### src/fsa_pkg.sv
// ----------------------------------------------------------------------------
// fsa_pkg
// Shared types and constants of the fair share width allocator.
// ----------------------------------------------------------------------------
package fsa_pkg;

    localparam int WIDTH_W = 16;
    localparam int MINW_W  = 8;
    localparam int SUM_W   = 20;
    localparam int CHROME  = 3;

    typedef logic [0:0] cfg_index_t;
    localparam cfg_index_t CFG_TOTAL_WIDTH = 1'b0;
    localparam cfg_index_t CFG_MIN_WIDTH   = 1'b1;

    typedef struct packed {
        logic [WIDTH_W-1:0] natural_width;
        logic               last_column;
    } col_item_t;

    typedef struct packed {
        logic loading;
        logic emitting;
    } back_status_t;

endpackage

### src/fsa_queue.sv
// ----------------------------------------------------------------------------
// fsa_queue
// Four entry request queue between the input channel and the fitting engine.
// ----------------------------------------------------------------------------
module fsa_queue (
    input  logic               aclk,
    input  logic               aresetn,
    input  logic               push,
    input  fsa_pkg::col_item_t push_item,
    output logic               not_full,
    input  logic               pop,
    output logic               head_valid,
    output fsa_pkg::col_item_t head_item
);

    fsa_pkg::col_item_t slot_reg [4];
    logic [1:0] wr_ptr_reg;
    logic [1:0] rd_ptr_reg;
    logic [2:0] count_reg;
    logic [2:0] count_next;

    assign not_full   = (count_reg != 3'd4);
    assign head_valid = (count_reg != 3'd0);
    assign head_item  = slot_reg[rd_ptr_reg];

    always_comb begin
        count_next = count_reg;
        if (push && !pop) begin
            count_next = count_reg + 3'd1;
        end else if (!push && pop) begin
            count_next = count_reg - 3'd1;
        end
    end

    always_ff @(posedge aclk) begin
        if (!aresetn) begin
            wr_ptr_reg <= '0;
            rd_ptr_reg <= '0;
            count_reg  <= '0;
        end else begin
            if (push) begin
                wr_ptr_reg <= wr_ptr_reg + 2'd1;
            end
            if (pop) begin
                rd_ptr_reg <= rd_ptr_reg + 2'd1;
            end
            count_reg <= count_next;
        end
    end

    always_ff @(posedge aclk) begin
        if (push) begin
            slot_reg[wr_ptr_reg] <= push_item;
        end
    end

endmodule

### src/fsa_divider.sv
// ----------------------------------------------------------------------------
// fsa_divider
// Restoring divider, one quotient bit per cycle, for the fair share.
// ----------------------------------------------------------------------------
module fsa_divider #(
    parameter int DIV_W = 5
) (
    input  logic                       aclk,
    input  logic                       aresetn,
    input  logic                       start,
    input  logic [fsa_pkg::WIDTH_W-1:0] dividend,
    input  logic [DIV_W-1:0]           divisor,
    output logic                       done,
    output logic [fsa_pkg::WIDTH_W-1:0] quotient,
    output logic [DIV_W-1:0]           remainder
);

    localparam int QW = fsa_pkg::WIDTH_W;

    logic [QW-1:0]    q_reg;
    logic [DIV_W-1:0] r_reg;
    logic [DIV_W-1:0] d_reg;
    logic [4:0]       cnt_reg;
    logic             busy_reg;
    logic             done_reg;
    logic [DIV_W:0]   trial;
    logic             fits;
    logic [DIV_W:0]   diff;

    assign trial = {r_reg, q_reg[QW-1]};
    assign fits  = (trial >= {1'b0, d_reg});
    assign diff  = trial - {1'b0, d_reg};

    assign done      = done_reg;
    assign quotient  = q_reg;
    assign remainder = r_reg;

    always_ff @(posedge aclk) begin
        if (!aresetn) begin
            busy_reg <= 1'b0;
            done_reg <= 1'b0;
            cnt_reg  <= '0;
        end else begin
            done_reg <= 1'b0;
            if (start) begin
                busy_reg <= 1'b1;
                cnt_reg  <= 5'(QW);
            end else if (busy_reg) begin
                cnt_reg <= cnt_reg - 5'd1;
                if (cnt_reg == 5'd1) begin
                    busy_reg <= 1'b0;
                    done_reg <= 1'b1;
                end
            end
        end
    end

    always_ff @(posedge aclk) begin
        if (start) begin
            q_reg <= dividend;
            r_reg <= '0;
            d_reg <= divisor;
        end else if (busy_reg) begin
            q_reg <= {q_reg[QW-2:0], fits};
            r_reg <= fits ? diff[DIV_W-1:0] : trial[DIV_W-1:0];
        end
    end

endmodule

### src/fsa_back.sv
// ----------------------------------------------------------------------------
// fsa_back
// Column store, water-filling sequencer and result emission.
// ----------------------------------------------------------------------------
module fsa_back #(
    parameter int MAX_COLUMNS = 16
) (
    input  logic                        aclk,
    input  logic                        aresetn,
    input  logic                        head_valid,
    input  fsa_pkg::col_item_t          head_item,
    output logic                        pop,
    input  logic [fsa_pkg::WIDTH_W-1:0] total_width,
    input  logic [fsa_pkg::MINW_W-1:0]  min_width,
    output logic                        m_tvalid,
    input  logic                        m_tready,
    output logic [fsa_pkg::WIDTH_W-1:0] m_tdata,
    output logic [1:0]                  m_tuser,
    output logic                        m_tlast,
    output fsa_pkg::back_status_t       status
);

    localparam int WW  = fsa_pkg::WIDTH_W;
    localparam int CW  = $clog2(MAX_COLUMNS + 1);
    localparam int IW  = (MAX_COLUMNS > 1) ? $clog2(MAX_COLUMNS) : 1;
    localparam int FSW = WW + CW;
    localparam int BW  = WW + 2;

    typedef enum logic [7:0] {
        ST_LOAD   = 8'b0000_0001,
        ST_CHECK  = 8'b0000_0010,
        ST_SUM    = 8'b0000_0100,
        ST_EVAL   = 8'b0000_1000,
        ST_DIV    = 8'b0001_0000,
        ST_MARK   = 8'b0010_0000,
        ST_ASSIGN = 8'b0100_0000,
        ST_EMIT   = 8'b1000_0000
    } state_t;

    state_t state_reg;

    logic [WW-1:0]          store_reg [MAX_COLUMNS];
    logic [MAX_COLUMNS-1:0] fixed_reg;
    logic [CW-1:0]          count_reg;
    logic [fsa_pkg::SUM_W-1:0] sum_reg;
    logic                   ovf_reg;
    logic                   wrap_reg;
    logic [CW-1:0]          idx_reg;
    logic [FSW-1:0]         fsum_reg;
    logic [CW-1:0]          flex_reg;
    logic                   found_reg;
    logic [CW-1:0]          k_reg;
    logic [WW-1:0]          cap_reg;

    logic                   out_valid_reg;
    logic [WW-1:0]          out_width_reg;
    logic                   out_wrap_reg;
    logic                   out_ovf_reg;
    logic                   out_last_reg;

    logic [IW-1:0]          idx;
    logic [WW-1:0]          cur_w;
    logic                   cur_fixed;
    logic                   idx_last;
    logic signed [BW-1:0]   budget;
    logic [CW+fsa_pkg::MINW_W-1:0] need;
    logic                   div_start;
    logic                   div_done;
    logic [WW-1:0]          fair;
    logic [CW-1:0]          rem;
    logic                   hit;
    logic                   out_free;
    logic                   full;

    assign idx       = idx_reg[IW-1:0];
    assign cur_w     = store_reg[idx];
    assign cur_fixed = fixed_reg[idx];
    assign idx_last  = (idx_reg == count_reg - CW'(1));
    assign full      = (count_reg == CW'(MAX_COLUMNS));
    assign budget    = $signed({2'b00, total_width}) - BW'(1)
                       - $signed(BW'(fsa_pkg::CHROME) * BW'(count_reg));
    assign need      = (CW + fsa_pkg::MINW_W)'(count_reg) * (CW + fsa_pkg::MINW_W)'(min_width);
    assign hit       = !cur_fixed && (cur_w <= fair);
    assign out_free  = !out_valid_reg || m_tready;
    assign div_start = (state_reg == ST_EVAL) && (flex_reg != '0)
                       && (fsum_reg < FSW'(cap_reg));
    assign pop       = (state_reg == ST_LOAD) && head_valid;

    assign status.loading  = (state_reg == ST_LOAD);
    assign status.emitting = (state_reg == ST_EMIT);

    fsa_divider #(.DIV_W(CW)) u_div (
        .aclk      (aclk),
        .aresetn   (aresetn),
        .start     (div_start),
        .dividend  (cap_reg - fsum_reg[WW-1:0]),
        .divisor   (flex_reg),
        .done      (div_done),
        .quotient  (fair),
        .remainder (rem)
    );

    always_ff @(posedge aclk) begin
        if (!aresetn) begin
            state_reg     <= ST_LOAD;
            fixed_reg     <= '0;
            count_reg     <= '0;
            sum_reg       <= '0;
            ovf_reg       <= 1'b0;
            out_valid_reg <= 1'b0;
        end else begin
            if (m_tready) begin
                out_valid_reg <= 1'b0;
            end
            case (state_reg)
                ST_LOAD: begin
                    if (head_valid) begin
                        if (!full) begin
                            count_reg <= count_reg + CW'(1);
                            sum_reg   <= sum_reg + fsa_pkg::SUM_W'(head_item.natural_width);
                        end else begin
                            ovf_reg <= 1'b1;
                        end
                        if (head_item.last_column) begin
                            state_reg <= ST_CHECK;
                        end
                    end
                end
                ST_CHECK: begin
                    idx_reg <= '0;
                    cap_reg <= budget[WW-1:0];
                    if (budget[BW-1] || budget == '0
                            || sum_reg <= fsa_pkg::SUM_W'(budget[WW-1:0])
                            || FSW'(need) > FSW'(budget[WW-1:0])) begin
                        wrap_reg  <= 1'b0;
                        state_reg <= ST_EMIT;
                    end else begin
                        wrap_reg  <= 1'b1;
                        fsum_reg  <= '0;
                        flex_reg  <= '0;
                        state_reg <= ST_SUM;
                    end
                end
                ST_SUM: begin
                    if (cur_fixed) begin
                        fsum_reg <= fsum_reg + FSW'(cur_w);
                    end else begin
                        flex_reg <= flex_reg + CW'(1);
                    end
                    if (idx_last) begin
                        state_reg <= ST_EVAL;
                    end else begin
                        idx_reg <= idx_reg + CW'(1);
                    end
                end
                ST_EVAL: begin
                    idx_reg <= '0;
                    // stop when nothing is left to share
                    state_reg <= div_start ? ST_DIV : ST_EMIT;
                end
                ST_DIV: begin
                    found_reg <= 1'b0;
                    if (div_done) begin
                        state_reg <= ST_MARK;
                    end
                end
                ST_MARK: begin
                    if (hit) begin
                        fixed_reg[idx] <= 1'b1;
                    end
                    if (idx_last) begin
                        idx_reg  <= '0;
                        k_reg    <= '0;
                        fsum_reg <= '0;
                        flex_reg <= '0;
                        state_reg <= (found_reg || hit) ? ST_SUM : ST_ASSIGN;
                    end else begin
                        found_reg <= found_reg || hit;
                        idx_reg   <= idx_reg + CW'(1);
                    end
                end
                ST_ASSIGN: begin
                    if (!cur_fixed) begin
                        k_reg <= k_reg + CW'(1);
                    end
                    if (idx_last) begin
                        idx_reg   <= '0;
                        state_reg <= ST_EMIT;
                    end else begin
                        idx_reg <= idx_reg + CW'(1);
                    end
                end
                ST_EMIT: begin
                    if (out_free) begin
                        out_valid_reg <= 1'b1;
                        out_width_reg <= cur_w;
                        out_wrap_reg  <= wrap_reg;
                        out_ovf_reg   <= ovf_reg;
                        out_last_reg  <= idx_last;
                        if (idx_last) begin
                            // close the run
                            count_reg <= '0;
                            sum_reg   <= '0;
                            ovf_reg   <= 1'b0;
                            fixed_reg <= '0;
                            state_reg <= ST_LOAD;
                        end else begin
                            idx_reg <= idx_reg + CW'(1);
                        end
                    end
                end
                default: begin
                    state_reg <= ST_LOAD;
                end
            endcase
        end
    end

    always_ff @(posedge aclk) begin
        if (pop && !full) begin
            store_reg[count_reg[IW-1:0]] <= head_item.natural_width;
        end else if (state_reg == ST_ASSIGN && !cur_fixed) begin
            store_reg[idx] <= fair + ((k_reg < rem) ? WW'(1) : WW'(0));
        end
    end

    assign m_tvalid = out_valid_reg;
    assign m_tdata  = out_width_reg;
    assign m_tuser  = {out_ovf_reg, out_wrap_reg};
    assign m_tlast  = out_last_reg;

endmodule

### src/fair_share_width_allocator.sv
// Columns are loaded from the queue and the budget is checked; each water-filling
// pass is a column scan, a divider start, a wait on the divider and a marking scan,
// and a closing scan spreads the fair share; then one result per cycle while m_tready is
// high. The next run's columns wait in the four entry queue until this run is emitted.
// Reset: synchronous, active low; clears queue, run state and output valid;
// registers return to total_width 80 and min_width 3.
// ----------------------------------------------------------------------------
// fair_share_width_allocator
// Max-min fair share column width fitting with decoupled input queue.
// ----------------------------------------------------------------------------
module fair_share_width_allocator #(
    parameter int MAX_COLUMNS = 16
) (
    input  logic        aclk,
    input  logic        aresetn,
    input  logic        s_tvalid,
    output logic        s_tready,
    input  logic [15:0] s_tdata,   // natural_width[15:0]
    input  logic        s_tlast,
    output logic        m_tvalid,
    input  logic        m_tready,
    output logic [15:0] m_tdata,   // final_width[15:0]
    output logic [1:0]  m_tuser,   // wrap[0], overflow[1]
    output logic        m_tlast,
    input  logic        cfg_we,
    input  logic [0:0]  cfg_index,
    input  logic [15:0] cfg_data
);

    logic [fsa_pkg::WIDTH_W-1:0] total_width_reg;
    logic [fsa_pkg::MINW_W-1:0]  min_width_reg;
    fsa_pkg::col_item_t          in_item;
    fsa_pkg::col_item_t          head_item;
    fsa_pkg::back_status_t       status;
    logic                        head_valid;
    logic                        q_pop;
    logic                        q_push;

    assign in_item.natural_width = s_tdata;
    assign in_item.last_column   = s_tlast;
    assign q_push = s_tvalid && s_tready;

    always_ff @(posedge aclk) begin
        if (!aresetn) begin
            total_width_reg <= 16'd80;
            min_width_reg   <= 8'd3;
        end else if (cfg_we) begin
            case (cfg_index)
                fsa_pkg::CFG_TOTAL_WIDTH: total_width_reg <= cfg_data;
                fsa_pkg::CFG_MIN_WIDTH:   min_width_reg   <= cfg_data[7:0];
                default: begin
                end
            endcase
        end
    end

    fsa_queue u_queue (
        .aclk       (aclk),
        .aresetn    (aresetn),
        .push       (q_push),
        .push_item  (in_item),
        .not_full   (s_tready),
        .pop        (q_pop),
        .head_valid (head_valid),
        .head_item  (head_item)
    );

    fsa_back #(.MAX_COLUMNS(MAX_COLUMNS)) u_back (
        .aclk        (aclk),
        .aresetn     (aresetn),
        .head_valid  (head_valid),
        .head_item   (head_item),
        .pop         (q_pop),
        .total_width (total_width_reg),
        .min_width   (min_width_reg),
        .m_tvalid    (m_tvalid),
        .m_tready    (m_tready),
        .m_tdata     (m_tdata),
        .m_tuser     (m_tuser),
        .m_tlast     (m_tlast),
        .status      (status)
    );

`ifndef SYNTHESIS
    a_pop_needs_item: assert property (@(posedge aclk) disable iff (!aresetn)
        q_pop |-> head_valid) else $error("queue popped while empty");
    a_no_pop_while_emit: assert property (@(posedge aclk) disable iff (!aresetn)
        status.emitting |-> !q_pop) else $error("request taken during emission");
    a_reset_clears: assert property (@(posedge aclk)
        !aresetn |=> !m_tvalid && s_tready) else $error("reset left state behind");
`endif

endmodule

### config.mk
export PLATFORM = sky130hd
export DESIGN_NAME = fair_share_width_allocator
export DESIGN_NICKNAME = d
export VERILOG_FILES = /design/src/fsa_pkg.sv /design/src/fsa_queue.sv /design/src/fsa_divider.sv /design/src/fsa_back.sv /design/src/fair_share_width_allocator.sv
export SDC_FILE = /design/constraint.sdc
export NUM_CORES = 1
export LEC_CHECK = 0
export ABC_AREA = 1
export BUFFER_PORTS_ARGS = -buffer_cell sky130_fd_sc_hd__buf_2
export CORE_UTILIZATION = 40
export CTS_CLUSTER_DIAMETER = 200
export CTS_CLUSTER_SIZE = 24
export DETAILED_ROUTE_END_ITERATION = 10
export PLACE_DENSITY_LB_ADDON = 0.25
export SETUP_SLACK_MARGIN = 0.4
export SYNTH_ARGS = -nofsm -noshare
export SYNTH_HDL_FRONTEND = slang
export SYNTH_HIERARCHICAL = 1
export SYNTH_SLANG_ARGS = --single-unit
### constraint.sdc
create_clock -name aclk -period 9.8 [get_ports aclk]
set_input_delay 0.49 -clock aclk [delete_from_list [all_inputs] [get_ports aclk]]
set_output_delay 0.49 -clock aclk [all_outputs]
set_load 0.05 [all_outputs]
Word level (Yosys, flattened, before mapping)
Memories as Yosys holds them, arrays and structs flattened. A register that Yosys moved wholly into a read port is not among the register bits.
Cells that the tools add are included.
{ "word_totals": {"elab_cells": 218, "register_bits": 188, "inputBits": 39, "out_inout_bits": 21, "ram_bits": 324, "latchBits": 0, "memories": 2, "romBits": 0} }
{ "memory_table": {"columns": ["name", "depth", "width", "rd", "rd_ports_with_merged_regs", "wr", "line_no", "text"], "rows": [
  ["u_back.store_reg", 16, 16, 1, 1, 1, "fsa_back.sv:42", "logic [WW-1:0] store_reg [MAX_COLUMNS];"],
  ["u_queue.slot_reg", 4, 17, 1, 1, 1, "fsa_queue.sv:16", "fsa_pkg::col_item_t slot_reg [4];"]
]} }
{ "op_classes": {"magnitude_cmp": 8, "shifts": 0, "div": 0, "bitwise": 4, "multipliers": 2, "n_mux": 79, "n_addsub": 17, "reduce_logical": 49, "eq_ne": 28} }
{ "op_table": {"columns": ["operator", "count"], "rows": [
  ["$mux W16", 6],
  ["$mux W20", 4],
  ["$mux W8", 10],
  ["$mux W5", 13],
  ["$pmux W8 S8", 1],
  ["$mux W21", 3],
  ["$pmux W21 S3", 1],
  ["$pmux W20 S2", 1],
  ["$pmux W16 S2", 1],
  ["$mux W1", 24],
  ["$add A21 B16 Y21", 1],
  ["$lt A21 B16 Y1", 1],
  ["$add A20 B16 Y20", 1],
  ["$add A5 B1 Y5 const B", 4],
  ["$le A20 B16 Y1", 1],
  ["$pmux W5 S2", 2],
  ["$pmux W5 S4", 1],
  ["$reduce_and A5 Y1", 4],
  ["$logic_not A18 Y1", 1],
  ["$ne A2 B1 Y1 const B", 9],
  ["$sub A18 B8 Y18", 1],
  ["$sub A16 B1 Y17 const B", 1],
  ["$add A16 B16 Y16", 1],
  ["$gt A13 B16 Y1", 1],
  ["other kinds (50)", 94]
]} }

Depth between registers and ports, before layout
Gate-level depths: netlist of run 1.
{ "logic_depth": {"depth_word": 9, "depth_mapped": 34, "depth_no_buf": 33} }

Cells and area by module
Netlist of run 1, hierarchy kept.
{ "by_module_without_submodules": {"columns": ["mod", "cells_per_inst", "area_each_um2", "instances", "seq_area_each_um2"], "rows": [
  ["fsa_back", 2336, 22175.0, 1, 10980.5],
  ["fsa_queue", 222, 3025.4, 1, 2222.1],
  ["fsa_divider", 184, 1639.1, 1, 870.8],
  ["fair_share_width_allocator", 138, 968.4, 1, 480.5]
]} }

Least setup slack after synthesis of run 1
OpenSTA, ideal clock, no wires.
{ "synth_path": {"path_kind": "register to register", "from": "register u_back.count_reg[3]", "to": "register u_back.fsum_reg[0], enable pin", "t_required_ns": 9.394, "stages_incl_launch_ff": 32, "synth_period_minus_slack_ns": 6.310, "t_arrival_ns": 5.903, "setup_ns": 0.406, "path_slack_ns": 3.490, "n_path_buf": 1, "cell_sequence": "dfxtp_1 clkbuf_1 nand2_1 inv_1 fa_1 fa_1 inv_1 fa_1 inv_1 ha_1 inv_1 o31ai_1 a21oi_1 o21bai_1 a21oi_1 o21ai_0 xnor2_1 inv_1 ha_1 inv_1 nor3_1 a211oi_1 nand2_1 nand2_1 nand2_1 nand2_1 nand2_1 nand2_1 nand2_1 nand2_1 nand2_1 a21oi_1"} }
{ "synth_via": {"elab_chain_len": 8, "word_cells_on_any_way": 14, "cone_classes": "add/sub: 2; mul: 2; order compare: 2; eq/ne: 3; reduce/logical: 5"} }
{ "synth_lines": {"columns": ["element", "line_no", "text"], "rows": [
  ["start, declared", "fsa_back.sv:44", "logic [CW-1:0] count_reg;"],
  ["start signal, assigned", "fsa_back.sv:119", "count_reg <= count_reg + CW'(1);"],
  ["branches (longest 7 deep; another with $le A20 B16 Y1)", null, null],
  ["$reduce_and A5 Y1 (no source line) *", null, null],
  ["end signal, assigned", "fsa_back.sv:146", "fsum_reg <= fsum_reg + FSW'(cur_w);"],
  ["end, declared", "fsa_back.sv:49", "logic [FSW-1:0] fsum_reg;"]
]} }
Every way passes the cells marked *.
A chain may end at the register's enable or synchronous reset.

Final worst setup path of run 1
{ "layout_path": {"from": "register u_back.count_reg[4]", "to": "register u_back.fsum_reg[2], enable pin"} }
The elaborated chain is that of the path after synthesis.

==> qor.csv, run 1 <==
metric,value,unit
fin crit period,6650,ps
DRC errors left,0,
Worst-path clk slew,110,ps
Ports,60,
reg2reg start,u_back/count_reg[4]$_SDFFE_PN0P_,
Syn Inst Count,2880,
CP peak stage delay,920,ps
final period utilization,0.678,
max reg flops,256,
Core Footprint,0.0687,sq mm
Setup Buffers After CTS,0,
# clock sinks,518,
Sw Pwr,2.40,mW
layout filler cell count,6649,
Crit Path Class,reg2reg,
Post-Syn Area,0.0278,sq mm
first-pass iteration count of the detailed router,5,
synth unique cells,59,
Post-CTS Resized,0,
max-slew violations,0,
grt ovf,0,
All-Layer GR Usage,0.200,
P_leak,12.5,nW
largest net degree at the start of global routing,89,
status,finished clean,
H-tree levels,1,
pwr/cell area,212,mW/mm^2
die height,266,microns
WP data required,10030,ps
"delay-heaviest family, CP",compound AO/OA/AOI/OAI gates,
CP bufs+invs,6,
Clock Path Buffers,3,
Clock Skew,28.5,ps
FF+latch area,0.0146,sq mm
"Top FF cell, synth",edfxtp_1,
fraction of the yosys area taken by sequential cells,0.523,
fmax,150,MHz
Initial Utilization,0.405,
CP Launch Point,u_back/count_reg[4]$_SDFFE_PN0P_,
DR vias,20100,
"slowest stage cell, crit path",a21oi_2,
hold crit path type,in2reg,
Final ANT Viol Nets,0,
synth warn,6,
first-pass GRT wire length,110000,microns
CP Capture Type,register,
Post-synth EDFFs,418,
Slew @ Worst Pin,1270,ps
Die W,266,microns
root buffer cell,clkbuf_16,
RD Place Congestion,0.874,
CP dominant cell by count,nand2_1,
Async SR Flop Fraction,0,
"Avg Cell Area, Syn",9.66,sq um
Worst Path Max Fanout,21,
syn_nets,3118,
Arrival @ worst endpoint,6880,ps
Setup TNS Final,0,ps
CTS Buf Count,25,
final wirelength,70700,microns
Pwr Total,6.33,mW
Net Sw Frac,0.379,
MaxCap Viol Count,0,
final worst-path setup slack,3150,ps
Final Hold Fails,0,
fin cells,3870,
synth-to-layout area growth,7.61,%
combinational power share,0.353,
Vias/cell,5.19,
Multi-input gate area,0.0112,sq mm
dpl cells,3823,
RSZ-0062 raised after global routing,no,
DP HPWL,49000,microns
final setup violation count,0,
internal power,3.93,mW
Startpoint Class,register,
Nets,3157,
Routed WL per cell,18.3,microns
Clock Latency Late Sink,620,ps
HP Start,s_tdata[13],
Max-slew headroom,0.152,
sequential share of power,0.458,
CTS tree,yes,
clock share of power,0.189,
CTS hold repair buffers,0,
vias in the first global route,19600,
initial antenna violation count,5,
DR iter-0 viols,1521,
Port Buffers,59,
Total Die Area,0.0706,sq mm
fraction of layout cells with a size suffix above 1,0.0677,
Setup WS pre-CTS,3160,ps
VDD IR max,0.171,mV
"flops & latches, synth",518,
Cell Rows,96,
[cell usage after synthesis (3+ instances only)]
cell | instances | area share
o21a_1 | 13 | 0.0035
inv_2 | 10 | 0.0013
nor3_1 | 22 | 0.0040
o21ai_1 | 21 | 0.0038
inv_1 | 421 | 0.057
nor2_1 | 220 | 0.030
buf_6 | 8 | 0.0032
a21oi_1 | 229 | 0.041
a21o_1 | 10 | 0.0027
nand2_1 | 470 | 0.063
fa_1 | 25 | 0.018
ha_1 | 174 | 0.078
mux2i_1 | 64 | 0.023
o22ai_1 | 18 | 0.0040
dfxtp_1 | 100 | 0.072
o21ai_0 | 189 | 0.034
a31oi_1 | 9 | 0.0020
xnor2_1 | 18 | 0.0057
clkbuf_1 | 46 | 0.0062
buf_1 | 11 | 0.0015
xor2_1 | 44 | 0.014
nand3_1 | 119 | 0.021
a21boi_0 | 3 | 0.00081
buf_4 | 9 | 0.0024
nor2_2 | 7 | 0.0016
nand4_1 | 41 | 0.0092
nand2_2 | 4 | 0.00090
o211ai_1 | 69 | 0.019
nor4_1 | 10 | 0.0022
o21ai_2 | 11 | 0.0035
a211oi_1 | 8 | 0.0022
o21bai_1 | 5 | 0.0013
o31ai_1 | 4 | 0.0011
edfxtp_1 | 418 | 0.45
buf_2 | 14 | 0.0025
nor2_4 | 7 | 0.0028
[routing by layer]
layer,global-route usage,up-vias,part of all wire,wire [microns]
met2,0.342,429,0.48,33700
met3,0.0218,79,0.046,3240
met4,0.0458,4,0.020,1380
met5,0,-,0.00038,27
met1,0.273,9662,0.46,32300
li1,-,9903,-,-
[final timing paths]
kind / slack (ps) / cells past startpoint / endpoint
worst max-delay path: 3150 / 30 / u_back/fsum_reg[2]$_SDFFCE_PN0P_
worst min-delay path: 70 / 1 / u_queue/slot_reg[0][14]$_DFFE_PP_
worst max register to register: 3150 / 30 / u_back/fsum_reg[2]$_SDFFCE_PN0P_
worst min register to register: 460 / 2 / u_back/fixed_reg[10]$_SDFFE_PN0P_
[cells by family (layout without fill, tap and decap cells)]
group                    Yosys count  after routing  share of synthesized area
multiplexers                      64             64                     0.0230
buffers and inverters            522            580                     0.0746
XOR/XNOR                          62             62                     0.0195
adder cells (fa/ha/maj)          199            199                     0.0963
flip-flops                       518            518                      0.523
AO/OA/AOI/OAI                    600            600                      0.122
other                              0              1                          0
AND/OR/NAND/NOR                  915            915                      0.141
[final cells by class]
| cell class | instances | share of cell area |
|---|---|---|
| clock inverter | 2 | 0.00105 |
| sequential | 518 | 0.487 |
| multi-input combinational | 1840 | 0.375 |
| antenna | 1 | 0.0000836 |
| timing repair buffer | 100 | 0.0202 |
| clock buffer | 44 | 0.0233 |
| inverter | 434 | 0.0545 |
| tap | 931 | 0.0389 |
[worst reg2reg max path: cells and delay by family (launching register included)]
family	cells	cell delay (ps)
AOI/OAI and AO/OA	7	2090
xor gates and xnor gates	1	170
adders and majority gates	5	2040
buffers and inverters	6	390
DFF	1	690
and+or+nand+nor	11	850
[power groups by stage]
stage,logic [mW],registers [mW],clock network [mW]
after floorplan,1.55,2.88,0
after global placement,2.16,2.95,0
after detailed placement,2.22,2.95,0
after CTS,2.23,2.90,1.23
after global routing,2.50,2.92,1.30
final,2.23,2.90,1.19
[cells in the final DEF (no fill, tap or decap), types with 3 or more instances in the layout]
master / count
buf_2: 59
nand2_2: 4
xnor2_1: 18
dfxtp_1: 97
nor2_2: 23
nor2_4: 7
inv_1: 421
o22ai_1: 18
o21ai_0: 189
mux2i_1: 64
edfxtp_1: 418
buf_4: 41
a21oi_1: 227
inv_2: 10
fa_1: 25
o211ai_1: 69
o21ai_2: 11
o21bai_1: 5
nand2_1: 470
o31ai_1: 4
nand4_1: 41
clkbuf_1: 19
a211oi_1: 8
xor2_1: 44
a21o_1: 10
nor2_1: 204
a31oi_1: 9
a21boi_0: 3
o21ai_1: 21
clkbuf_16: 25
o21a_1: 13
nor4_1: 10
ha_1: 174
nand3_1: 119
nor3_1: 21
[stage by stage]
step	area [sq um]	util	hold WS (ps)
finish	29900	0.436	73.9
global route	29900	0.435	62.2
CTS	29900	0.435	40.4
detailed placement	29200	0.425	443
global placement	29200	0.425	434
floorplan	27800	-	400
(Power assumes the default switching activity.)
==> run 2: changes to the inputs <==
==> constraint.sdc (replaced) <==
create_clock -name aclk -period 6 [get_ports aclk]
set_input_delay 0.3 -clock aclk [delete_from_list [all_inputs] [get_ports aclk]]
set_output_delay 0.3 -clock aclk [all_outputs]
set_load 0.05 [all_outputs]
==> qor.csv, run 2 (synthesized netlist as in run 1, its figures left out) <==
metric,value,unit
Clock Latency Late Sink,620,ps
All-Layer GR Usage,0.204,
largest net degree at the start of global routing,60,
Net Sw Frac,0.381,
Setup TNS Final,0,ps
P_leak,12.8,nW
die height,266,microns
clock share of power,0.186,
DR iter-0 viols,1679,
RSZ-0062 raised after global routing,no,
sequential share of power,0.453,
Crit Path Class,reg2reg,
Worst-path clk slew,100,ps
H-tree levels,1,
Cell Rows,96,
vias in the first global route,19900,
# clock sinks,518,
Vias/cell,5.18,
CTS Buf Count,25,
Port Buffers,59,
DRC errors left,0,
Final Hold Fails,0,
Slew @ Worst Pin,928,ps
Max-slew headroom,0.376,
status,finished clean,
root buffer cell,clkbuf_16,
fmax,188,MHz
grt ovf,0,
Startpoint Class,register,
Total Die Area,0.0706,sq mm
pwr/cell area,341,mW/mm^2
Ports,60,
MaxCap Viol Count,0,
Initial Utilization,0.405,
Nets,3210,
final wirelength,72500,microns
dpl cells,3836,
Clock Path Buffers,3,
RD Place Congestion,0.882,
WP data required,6350,ps
max reg flops,256,
CP Capture Type,register,
Core Footprint,0.0687,sq mm
Final ANT Viol Nets,0,
Die W,266,microns
DP HPWL,51300,microns
"most common cell after layout, fill and taps aside",nand2_1,
Clock Skew,35.7,ps
fin cells,3923,
first-pass GRT wire length,112000,microns
CP dominant cell by count,nand2_1,
Sw Pwr,3.98,mW
synth-to-layout area growth,10.2,%
Worst Path Max Fanout,5,
"slowest stage cell, crit path",fa_1,
internal power,6.47,mW
Arrival @ worst endpoint,5650,ps
fraction of layout cells with a size suffix above 1,0.0829,
hold crit path type,in2reg,
Routed WL per cell,18.5,microns
DR vias,20300,
max-slew violations,0,
initial antenna violation count,1,
first-pass iteration count of the detailed router,5,
fin crit period,5310,ps
"commonest non-fill, non-tap cells in the layout","465 x nand2_1, 418 x edfxtp_1, 417 x inv_1",
combinational power share,0.361,
VDD IR max,0.229,mV
CTS tree,yes,
CP peak stage delay,580,ps
final period utilization,0.884,
final setup violation count,0,
Pwr Total,10.4,mW
run 2: changes by cell type in the layout (fill, tap and decap cells not counted), moves of 5 or more:
cell           before  now
dfxtp_1            97   89
nor2_4              7   12
buf_4              41   55
dlygate4sd3_1       0   31
nand2_1           470  465
dfxtp_4             1    6
buf_12              0    5
run 2: final cells by class:
type | count | area (sq um)
Antenna cell | 1 | 2.50
Clock buffer | 44 | 697
Clock inverter | 2 | 31.3
Fill cell | 6605 | 38100
Inverter | 434 | 1630
Multi-Input combinational cell | 1840 | 11400
Sequential cell | 518 | 14600
Tap cell | 931 | 1160
Timing Repair Buffer | 153 | 1180
run 2: critical path: cells and delay by family (launching register included):
family,cells,cell delay [ps]
fa+ha+maj,5,2060
compound gates,7,1260
simple gates,11,680
buf+inv,6,510
flops,1,380
xor+xnor,1,140
run 2: through the flow:
step,hold WS [ps],worst slack [ps],cell area [sq um],utilization
3_5_place_dp,431,304,29400,0.427
5_1_grt,23.2,342,30600,0.446
2_1_floorplan,399,444,27800,-
3_3_place_gp,428,344,29400,0.427
6_report,12.8,694,30600,0.446
4_1_cts,0.297,405,30400,0.443
run 2: routing by layer:
layer / vias up / routed length, microns / global-route usage / share of wire
li1: 9996 / - / - / -
met1: 9807 / 32000 / 0.266 / 0.44
met2: 433 / 35800 / 0.363 / 0.49
met3: 84 / 2930 / 0.0175 / 0.040
met4: 0 / 1780 / 0.0494 / 0.025
met5: - / 0 / 0 / 0
run 2: worst paths after layout:
check	cells after the start	startpoint	end	slack, ps
worst min register to register	0	u_back/wrap_reg$_DFFE_PP_	u_back/out_wrap_reg$_DFFE_PP_	440
worst max-delay path	30	min_width_reg[1]$_SDFFE_PN1P_	u_back/fsum_reg[10]$_SDFFCE_PN0P_	690
worst min-delay path	3	cfg_data[3]	min_width_reg[3]$_SDFFE_PN0P_	10
worst max register to register	30	min_width_reg[1]$_SDFFE_PN1P_	u_back/fsum_reg[10]$_SDFFCE_PN0P_	690
run 2: power by group through the flow:
stage / combinational, mW / clock [mW] / sequential [mW]
floorplan: 2.53 / 0 / 4.70
global placement: 3.60 / 0 / 4.80
detailed placement: 3.70 / 0 / 4.82
CTS: 3.74 / 2.01 / 4.73
global route: 4.20 / 2.14 / 4.76
finish: 3.77 / 1.94 / 4.73
run 2: repair_timing:
action                     4_1_cts  5_1_grt
buffers inserted                 0        6
hold endpoints to repair        84        0
hold buffers                    31        0
resized for setup                2       34
pin swaps                        0       15
cloned                           0        3
setup endpoints to repair       26       27
